`src/hdl/spcp_pkg.sv`:
```
// shared types, character codes and keyword tables for the serial pwm command parser
// no dependencies; imported by the scan unit and top level
`default_nettype none

package spcp_pkg;

    // control characters and punctuation
    localparam logic [7:0] CH_BANG = 8'h21;
    localparam logic [7:0] CH_CR   = 8'h0D;
    localparam logic [7:0] CH_LF   = 8'h0A;
    localparam logic [7:0] CH_BS   = 8'h08;
    localparam logic [7:0] CH_DEL  = 8'h7F;
    localparam logic [7:0] CH_PCT  = 8'h25;
    localparam logic [7:0] CH_NUL  = 8'h00;
    localparam logic [7:0] CH_0    = 8'h30;
    localparam logic [7:0] CH_9    = 8'h39;

    // highest duty value a command may set
    localparam logic [10:0] DUTY_MAX = 11'd100;

    // response codes
    localparam logic [1:0] KIND_OK     = 2'd0;
    localparam logic [1:0] KIND_STATUS = 2'd1;
    localparam logic [1:0] KIND_ERROR  = 2'd2;

    // sequencer to scan unit
    typedef struct packed {
        logic start;
        logic step;
    } scan_ctrl_t;

    // scan unit verdict once the whole line has been walked
    typedef struct packed {
        logic       on_match;
        logic       off_match;
        logic       status_match;
        logic       pwm_ok;
        logic [6:0] pwm_value;
    } scan_result_t;

    // keyword characters by position
    function automatic logic [7:0] on_char(input logic pos);
        logic [7:0] c;
        c = pos ? 8'h4E : 8'h4F;           // "ON"
        return c;
    endfunction

    function automatic logic [7:0] off_char(input logic [1:0] pos);
        logic [7:0] c;
        case (pos)
            2'd0:    c = 8'h4F;            // 'O'
            2'd1:    c = 8'h46;            // 'F'
            2'd2:    c = 8'h46;            // 'F'
            default: c = CH_NUL;
        endcase
        return c;
    endfunction

    function automatic logic [7:0] status_char(input logic [2:0] pos);
        logic [7:0] c;
        case (pos)
            3'd0:    c = 8'h53;            // 'S'
            3'd1:    c = 8'h74;            // 't'
            3'd2:    c = 8'h61;            // 'a'
            3'd3:    c = 8'h74;            // 't'
            3'd4:    c = 8'h75;            // 'u'
            3'd5:    c = 8'h73;            // 's'
            default: c = CH_NUL;
        endcase
        return c;
    endfunction

    function automatic logic [7:0] pwm_char(input logic [1:0] pos);
        logic [7:0] c;
        case (pos)
            2'd0:    c = 8'h50;            // 'P'
            2'd1:    c = 8'h57;            // 'W'
            2'd2:    c = 8'h4D;            // 'M'
            2'd3:    c = 8'h3A;            // ':'
            default: c = CH_NUL;
        endcase
        return c;
    endfunction

endpackage

`default_nettype wire

```
`src/hdl/serial_pwm_command_parser.sv`:
```
// Serial PWM command parser. Each received byte is one input item. Ordinary
// bytes, backspace, DEL, CR and LF leave the parser idle. A '!' on a non-empty
// line that did not overflow walks the stored line one character per cycle
// through a shared checker fed by the single read port of the line memory; no
// item is accepted meanwhile. Results wait in an output register, and the next
// byte is taken as soon as that register is empty or being emptied in the same
// cycle.
// depends on spcp_pkg, spcp_line_mem and spcp_scan_unit
`default_nettype none

module serial_pwm_command_parser #(
    parameter int LINE_DEPTH = 32
) (
    input  wire logic       aclk,
    input  wire logic       aresetn,
    input  wire logic       s_tvalid,
    output logic            s_tready,
    input  wire logic [7:0] s_tdata,   // [7:0] rx_byte
    output logic            m_tvalid,
    input  wire logic       m_tready,
    output logic [7:0]      m_tdata,   // [6:0] duty_percent, [7] output_enabled
    output logic [1:0]      m_tuser    // [1:0] response_kind
);

    import spcp_pkg::*;

    localparam int AW = $clog2(LINE_DEPTH);

    typedef enum logic [2:0] {
        ST_IDLE = 3'b001,
        ST_SCAN = 3'b010,
        ST_DONE = 3'b100
    } state_t;

    state_t        state_reg, state_next;
    logic [AW-1:0] count_reg, count_next;
    logic          ovf_reg,   ovf_next;
    logic [6:0]    duty_reg,  duty_next;
    logic          drive_reg, drive_next;
    logic [AW-1:0] idx_reg,   idx_next;

    logic          m_tvalid_reg, m_tvalid_next;
    logic [7:0]    m_tdata_reg,  m_tdata_next;
    logic [1:0]    m_tuser_reg,  m_tuser_next;

    logic          s_accept;
    logic          out_free;
    logic          wr_en;
    logic [AW-1:0] rd_addr;
    logic [7:0]    rd_data;
    scan_ctrl_t    scan_ctrl;
    scan_result_t  scan_result;

    // handshake
    assign out_free = !m_tvalid_reg || m_tready;
    assign s_tready = (state_reg == ST_IDLE) && out_free;
    assign s_accept = s_tvalid && s_tready;

    // line memory: read the next character ahead of the scan step
    assign rd_addr = (state_reg == ST_SCAN) ? AW'(idx_reg + AW'(1)) : '0;

    spcp_line_mem #(
        .LINE_DEPTH (LINE_DEPTH)
    ) u_line_mem (
        .aclk    (aclk),
        .wr_en   (wr_en),
        .wr_addr (count_reg),
        .wr_data (s_tdata),
        .rd_addr (rd_addr),
        .rd_data (rd_data)
    );

    spcp_scan_unit #(
        .LINE_DEPTH (LINE_DEPTH)
    ) u_scan (
        .aclk   (aclk),
        .ctrl   (scan_ctrl),
        .idx    (idx_reg),
        .count  (count_reg),
        .ch     (rd_data),
        .result (scan_result)
    );

    // sequencer and line bookkeeping
    always_comb begin
        state_next      = state_reg;
        count_next      = count_reg;
        ovf_next        = ovf_reg;
        duty_next       = duty_reg;
        drive_next      = drive_reg;
        idx_next        = idx_reg;
        m_tvalid_next   = m_tvalid_reg && !m_tready;
        m_tdata_next    = m_tdata_reg;
        m_tuser_next    = m_tuser_reg;
        wr_en           = 1'b0;
        scan_ctrl.start = 1'b0;
        scan_ctrl.step  = 1'b0;

        case (state_reg)
            ST_IDLE: begin
                if (s_accept) begin
                    if (s_tdata == CH_BANG) begin
                        ovf_next = 1'b0;
                        if ((count_reg != '0) && !ovf_reg) begin
                            // count is kept for the walk and cleared at the end
                            scan_ctrl.start = 1'b1;
                            idx_next        = '0;
                            state_next      = ST_SCAN;
                        end else begin
                            m_tvalid_next = 1'b1;
                            m_tuser_next  = KIND_ERROR;
                            m_tdata_next  = '0;
                            count_next    = '0;
                        end
                    end else if ((s_tdata == CH_CR) || (s_tdata == CH_LF)) begin
                        if ((count_reg != '0) || ovf_reg) begin
                            m_tvalid_next = 1'b1;
                            m_tuser_next  = KIND_ERROR;
                            m_tdata_next  = '0;
                        end
                        count_next = '0;
                        ovf_next   = 1'b0;
                    end else if ((s_tdata == CH_BS) || (s_tdata == CH_DEL)) begin
                        if (count_reg != '0) begin
                            count_next = AW'(count_reg - AW'(1));
                        end
                    end else if (!ovf_reg && (count_reg != AW'(LINE_DEPTH - 1))) begin
                        wr_en      = 1'b1;
                        count_next = AW'(count_reg + AW'(1));
                    end else begin
                        ovf_next = 1'b1;
                    end
                end
            end
            ST_SCAN: begin
                // one stored character per cycle
                scan_ctrl.step = 1'b1;
                idx_next       = AW'(idx_reg + AW'(1));
                if (idx_reg == AW'(count_reg - AW'(1))) begin
                    state_next = ST_DONE;
                end
            end
            ST_DONE: begin
                // commands in priority order
                m_tvalid_next = 1'b1;
                m_tuser_next  = KIND_OK;
                if (scan_result.on_match) begin
                    drive_next = 1'b1;
                end else if (scan_result.off_match) begin
                    drive_next = 1'b0;
                end else if (scan_result.status_match) begin
                    m_tuser_next = KIND_STATUS;
                end else if (scan_result.pwm_ok) begin
                    duty_next = scan_result.pwm_value;
                end else begin
                    m_tuser_next = KIND_ERROR;
                end
                if (m_tuser_next == KIND_ERROR) begin
                    m_tdata_next = '0;
                end else begin
                    m_tdata_next = {drive_next, duty_next};
                end
                count_next = '0;
                state_next = ST_IDLE;
            end
            default: begin
                state_next = ST_IDLE;
            end
        endcase
    end

    always_ff @(posedge aclk) begin
        if (!aresetn) begin
            state_reg    <= ST_IDLE;
            count_reg    <= '0;
            ovf_reg      <= 1'b0;
            duty_reg     <= '0;
            drive_reg    <= 1'b0;
            m_tvalid_reg <= 1'b0;
        end else begin
            state_reg    <= state_next;
            count_reg    <= count_next;
            ovf_reg      <= ovf_next;
            duty_reg     <= duty_next;
            drive_reg    <= drive_next;
            m_tvalid_reg <= m_tvalid_next;
        end
    end

    // payload registers
    always_ff @(posedge aclk) begin
        idx_reg     <= idx_next;
        m_tdata_reg <= m_tdata_next;
        m_tuser_reg <= m_tuser_next;
    end

    assign m_tvalid = m_tvalid_reg;
    assign m_tdata  = m_tdata_reg;
    assign m_tuser  = m_tuser_reg;

    // output register stays empty while a line is walked
    assert property (@(posedge aclk) disable iff (!aresetn)
        (state_reg == ST_SCAN) |-> !m_tvalid_reg)
        else $error("result pending during line scan");

    // an error result carries no duty or enable
    assert property (@(posedge aclk) disable iff (!aresetn)
        (m_tvalid_reg && (m_tuser_reg == KIND_ERROR)) |-> (m_tdata_reg == '0))
        else $error("error result with nonzero payload");

    // finishing a command returns to idle with an empty line and a result
    assert property (@(posedge aclk) disable iff (!aresetn)
        (state_reg == ST_DONE) |=> ((state_reg == ST_IDLE) && (count_reg == '0)
                                    && m_tvalid_reg))
        else $error("command finish did not clear the line");

    // the line never grows past its capacity
    assert property (@(posedge aclk) disable iff (!aresetn)
        count_reg <= AW'(LINE_DEPTH - 1))
        else $error("line count beyond capacity");

    // duty stays in range
    assert property (@(posedge aclk) disable iff (!aresetn)
        duty_reg <= 7'd100)
        else $error("duty above 100");

endmodule

`default_nettype wire

```
`src/hdl/spcp_line_mem.sv`:
```
// line store of the command parser: one write port, one registered read port
// uses no package items
`default_nettype none

module spcp_line_mem #(
    parameter  int LINE_DEPTH = 32,
    localparam int AW         = $clog2(LINE_DEPTH)
) (
    input  wire logic          aclk,
    input  wire logic          wr_en,
    input  wire logic [AW-1:0] wr_addr,
    input  wire logic [7:0]    wr_data,
    input  wire logic [AW-1:0] rd_addr,
    output logic      [7:0]    rd_data
);

    logic [7:0] mem [LINE_DEPTH];
    logic [7:0] rd_data_reg;

    // write port
    always_ff @(posedge aclk) begin
        if (wr_en) begin
            mem[wr_addr] <= wr_data;
        end
    end

    // read port, registered
    always_ff @(posedge aclk) begin
        rd_data_reg <= mem[rd_addr];
    end

    assign rd_data = rd_data_reg;

endmodule

`default_nettype wire

```
`src/hdl/spcp_scan_unit.sv`:
```
// shared character checker: one stored character per step against all command forms
// depends on spcp_pkg for keyword tables and the control and result structs
`default_nettype none

module spcp_scan_unit #(
    parameter  int LINE_DEPTH = 32,
    localparam int AW         = $clog2(LINE_DEPTH)
) (
    input  wire logic                 aclk,
    input  wire spcp_pkg::scan_ctrl_t ctrl,
    input  wire logic [AW-1:0]        idx,
    input  wire logic [AW-1:0]        count,
    input  wire logic [7:0]           ch,
    output spcp_pkg::scan_result_t    result
);

    import spcp_pkg::*;

    logic          zero_found_reg, zero_found_next;
    logic [AW-1:0] zero_pos_reg,   zero_pos_next;
    logic          on_reg,         on_next;
    logic          off_reg,        off_next;
    logic          status_reg,     status_next;
    logic          pwm_reg,        pwm_next;
    logic [6:0]    value_reg,      value_next;

    logic          is_digit;
    logic [10:0]   prod;
    logic          last;
    logic [AW-1:0] text_len;

    // digit accumulate: value * 10 + digit
    assign is_digit = (ch >= CH_0) && (ch <= CH_9);
    assign prod     = (11'(value_reg) << 3) + (11'(value_reg) << 1)
                    + 11'(ch[3:0]);
    assign last     = (idx == AW'(count - AW'(1)));

    // one step of every check
    always_comb begin
        zero_found_next = zero_found_reg;
        zero_pos_next   = zero_pos_reg;
        on_next         = on_reg;
        off_next        = off_reg;
        status_next     = status_reg;
        pwm_next        = pwm_reg;
        value_next      = value_reg;
        if (ctrl.start) begin
            zero_found_next = 1'b0;
            zero_pos_next   = '0;
            on_next         = 1'b1;
            off_next        = 1'b1;
            status_next     = 1'b1;
            pwm_next        = (count >= AW'(6));
            value_next      = '0;
        end else if (ctrl.step) begin
            // first zero byte ends the keyword text
            if ((ch == CH_NUL) && !zero_found_reg) begin
                zero_found_next = 1'b1;
                zero_pos_next   = idx;
            end
            // keyword prefixes
            if ((idx < AW'(2)) && (ch != on_char(idx[0]))) begin
                on_next = 1'b0;
            end
            if ((idx < AW'(3)) && (ch != off_char(idx[1:0]))) begin
                off_next = 1'b0;
            end
            if ((idx < AW'(6)) && (ch != status_char(idx[2:0]))) begin
                status_next = 1'b0;
            end
            // pwm form: prefix, digits, closing percent sign
            if (idx < AW'(4)) begin
                if (ch != pwm_char(idx[1:0])) begin
                    pwm_next = 1'b0;
                end
            end else if (last) begin
                if (ch != CH_PCT) begin
                    pwm_next = 1'b0;
                end
            end else begin
                if (!is_digit || (prod > DUTY_MAX)) begin
                    pwm_next = 1'b0;
                end
                value_next = prod[6:0];
            end
        end
    end

    always_ff @(posedge aclk) begin
        zero_found_reg <= zero_found_next;
        zero_pos_reg   <= zero_pos_next;
        on_reg         <= on_next;
        off_reg        <= off_next;
        status_reg     <= status_next;
        pwm_reg        <= pwm_next;
        value_reg      <= value_next;
    end

    // verdict: keyword prefix matched and the text is exactly that long
    assign text_len = zero_found_reg ? zero_pos_reg : count;

    always_comb begin
        result.on_match     = on_reg     && (text_len == AW'(2));
        result.off_match    = off_reg    && (text_len == AW'(3));
        result.status_match = status_reg && (text_len == AW'(6));
        result.pwm_ok       = pwm_reg;
        result.pwm_value    = value_reg;
    end

endmodule

`default_nettype wire
```
`config.mk`:
```
export PLATFORM = sky130hd
export DESIGN_NAME = serial_pwm_command_parser
export DESIGN_NICKNAME = d
export VERILOG_FILES = /design/src/hdl/spcp_pkg.sv /design/src/hdl/serial_pwm_command_parser.sv /design/src/hdl/spcp_line_mem.sv /design/src/hdl/spcp_scan_unit.sv
export SDC_FILE = /design/constraint.sdc
export NUM_CORES = 1
export LEC_CHECK = 0
export BUFFER_PORTS_ARGS = -buffer_cell sky130_fd_sc_hd__buf_2
export CORE_MARGIN = 5
export CORE_UTILIZATION = 55
export DETAILED_ROUTE_END_ITERATION = 6
export PLACE_DENSITY = 0.76
export SYNTH_ARGS = -nofsm -noshare
export SYNTH_HDL_FRONTEND = slang
export SYNTH_SLANG_ARGS = --single-unit
```
`constraint.sdc`:
```
create_clock -name aclk -period 3.6 [get_ports aclk]
set_input_delay 0.9 -clock aclk [delete_from_list [all_inputs] [get_ports aclk]]
set_output_delay 0.9 -clock aclk [all_outputs]
set_load 0.03 [all_outputs]
```
==> results.py <==
metrics = {
    "status": {
        "outcome": "complete, but fails checks",
        "violations": "design-rule violations",
    },
    "cts": {
        "clkLatencyLatePin_ns": 0.56,
        "cts_tree": "done",
        "cts.sinks": 314,
        "cts.path.max_buffers": 3,
        "cts_htree_levels": 1,
        "cts_made_buffers": 31,
        "root_buffer": "clkbuf_16",
        "path_clk_slew_ns": 0.06,
    },
    "synth": {
        "ys_warn_count": 0,
        "synth_area_um2": 13970,
        "yosysSeqAreaShare_pct": 64.48,
        "synthArstFlopShare_pct": 0,
        "synthCells": 1098,
        "synth_cell_types": 78,
        "synth_ff_type": "edfxtp_1",
        "synth_nets": 1137,
        "ys_ff_latch": 314,
        "synth_edf_count": 272,
        "avgSynthCellArea_um2": 12.72,
    },
    "finish": {
        "drive_gt1_share_pct": 12.00,
        "stdcell_area_um2": 15530,
        "fillers": 1925,
        "largest_register_ffs": 256,
        "area_growth_pct": 11.16,
        "layout_common_cells": "edfxtp_1, nand2_1, nor2_1",
        "mostFrequentLayoutCell": "edfxtp_1",
        "fin_nets": 1167,
    },
    "hold_path": {
        "holdCritPathClass": "register to register",
        "whs_path_depth": 2,
    },
    "power_and_ir_drop": {
        "finalPower_mw": 7.458,
        "p_leak_nw": 5.513,
        "ir_drop_mv": 0.3619,
        "p_per_area_nw_per_um2": 480.2,
    },
    "timing": {
        "tns_ns": 0,
        "period_share_pct": 94.20,
        "report.final.setup_viol": 0,
        "worst_slew_pin_slew_ns": 1.178,
        "drv_slew": 0,
        "finalHoldViolCount": 0,
        "hold_ws_ns": 0.4864,
        "fmax_ghz": 0.2949,
        "rsz0062_at_grt": "false",
        "period_needed_ns": 3.391,
        "skew_ns": 0.01830,
        "slew_headroom_pct": 21.07,
    },
    "routing": {
        "wl_met1_um": 13490,
        "highest_layer": "met4",
        "wl_per_cell_um": 23.12,
        "wl_met3_um": 2830,
        "drc": 2,
        "via_count": 9396,
        "wl_met2_um": 16690,
        "ant_nets": 0,
        "routed_via_density": 6.344,
        "drt_iter0_markers": 1316,
        "drtPass1Iterations": 7,
        "finalWirelength_um": 34240,
    },
    "global_routing": {
        "grt_max_degree": 90,
        "grt_pass1_wl_um": 52230,
        "grt_pass1_vias": 9166,
        "grt.total_usage_pct": 23.56,
        "antenna_found_initial": 1,
        "grt_overflow": 0,
    },
    "critical_path": {
        "cp.arrival_ns": 3.57,
        "crit_required_ns": 3.78,
        "endpoint_kind": "register",
        "ff2ff_path_depth": 7,
        "worst_setup_path_start_kind": "register",
        "critical_path_class": "register to register",
        "path_max_fanout": 10,
    },
    "die": {
        "boundaryPins": 24,
        "rows": 58,
        "fp.dieArea_um2": 28690,
        "die_y_um": 169.4,
        "start_util_pct": 55.64,
        "core-area_um2": 25110,
        "die_width_um": 169.4,
    },
    "placed_design": {
        "numPortBuffers": 23,
        "place_area_um2": 14530,
        "gp_congestion": 0.9297,
        "place.detailed.hpwl_um": 22590,
    },
    "run": {
        "drv_cap": 0,
    },
}
[critical path: stages (launching register included)]
cell and delay, ns:
dfxtp_1 0.42, inv_1 0.12, ha_1 0.17, nor4b_2 0.73, nor4_1 0.20, o21ai_0 0.41, inv_1 0.08, a31oi_1 0.87
[power by group]
group	leakage, nW	internal [mW]	switching, mW
registers	2.77	3.98	0.0346
logic	2.26	0.0987	0.187
clock network	0.486	1.86	1.30
total	5.51	5.93	1.52
[per-stage QoR]
stage | std cells | setup slack, ns | utilization (%)
5_1_grt | 1480 | 0.004888 | 61.84
2_1_floorplan | 1098 | 0.6290 | -
4_1_cts | 1480 | 0.07636 | 61.80
3_5_place_dp | 1425 | 0.04159 | 57.85
6_report | 1481 | 0.2087 | 61.85
3_3_place_gp | 1425 | 0.05455 | 57.85
[cell type report]
type	instances	area, um^2	area share [%]
flip-flops and latches	314	9009	58.01
inverters	28	106.4	0.6848
repair buffers	58	402.9	2.594
well taps	330	412.9	2.659
multi-input cells	695	4604	29.65
clock buffers	37	798.3	5.140
clock inverters	18	193.9	1.249
diodes	1	2.502	0.01611
[synth_stat cells (3+ instances only)]
master     number  area, um^2
nand4_1         5       31.28
buf_2          12       60.06
ha_1           25       312.8
o31ai_1         6       45.04
and2_1          4       25.02
nand3_1        37       185.2
mux2_2         19       214.0
a221o_1         6       60.06
nor2_1         82       307.8
a211oi_1        7       52.55
a211o_1         6       52.55
mux2i_1        60       600.6
o22ai_1        10       62.56
xor2_1         10       87.58
buf_1           5       18.77
and3_1         10       62.56
and3b_1         3       26.28
nor2b_1         7       43.79
o311a_1         5       50.05
o32ai_1         3       26.28
o21ai_0        40       200.2
dfxtp_1        42       840.8
nor3_1         28       140.1
nand2_1       121       454.2
a31oi_1        16       100.1
o2111ai_1       8       70.07
buf_4           3       22.52
o311ai_0        3       26.28
nor3b_1         5       37.54
a21oi_1        47       235.2
clkbuf_1       39       146.4
nor4b_1         4       35.03
xnor2_1        10       87.58
or3_1           8       50.05
o221ai_1       33       289.0
nand2b_1       10       62.56
nor4_1          7       43.79
inv_1          26       97.59
edfxtp_1      272        8168
nand3b_1        4       30.03
or4_1           3       22.52
[path summary, 6_finish.rpt]
check / start / end / slack (ns)
hold reg to reg: u_scan.on_reg / u_scan.on_reg / 0.49
setup / recovery: count_reg[0] / m_tdata[4] / 0.21
hold / removal: u_scan.on_reg / u_scan.on_reg / 0.49
setup reg to reg: count_reg[0] / m_tdata[4] / 0.21
[routing by layer]
| metal | GRT usage [%] | up-vias |
|---|---|---|
| li1 | - | 4258 |
| met1 | 31.18 | 4574 |
| met2 | 40.03 | 465 |
| met3 | 3.634 | 99 |
| met4 | 8.225 | 0 |
| met5 | 0 | - |
[cells by family after synthesis]
kind of cell	Yosys count	share of synthesized area [%]
compound gates	215	10.65
xor+xnor	21	1.415
fa+ha+maj	27	2.526
buf+inv	89	2.696
flops	314	64.48
mux	81	6.153
simple gates	351	12.08
[timing repair]
action,4_1_cts,5_1_grt
gates resized for setup,0,3
hold buffers,0,0
setup buffers,0,0
endpoints found under the setup margin,0,2
No activity file was read; power rests on OpenSTA's default activity.
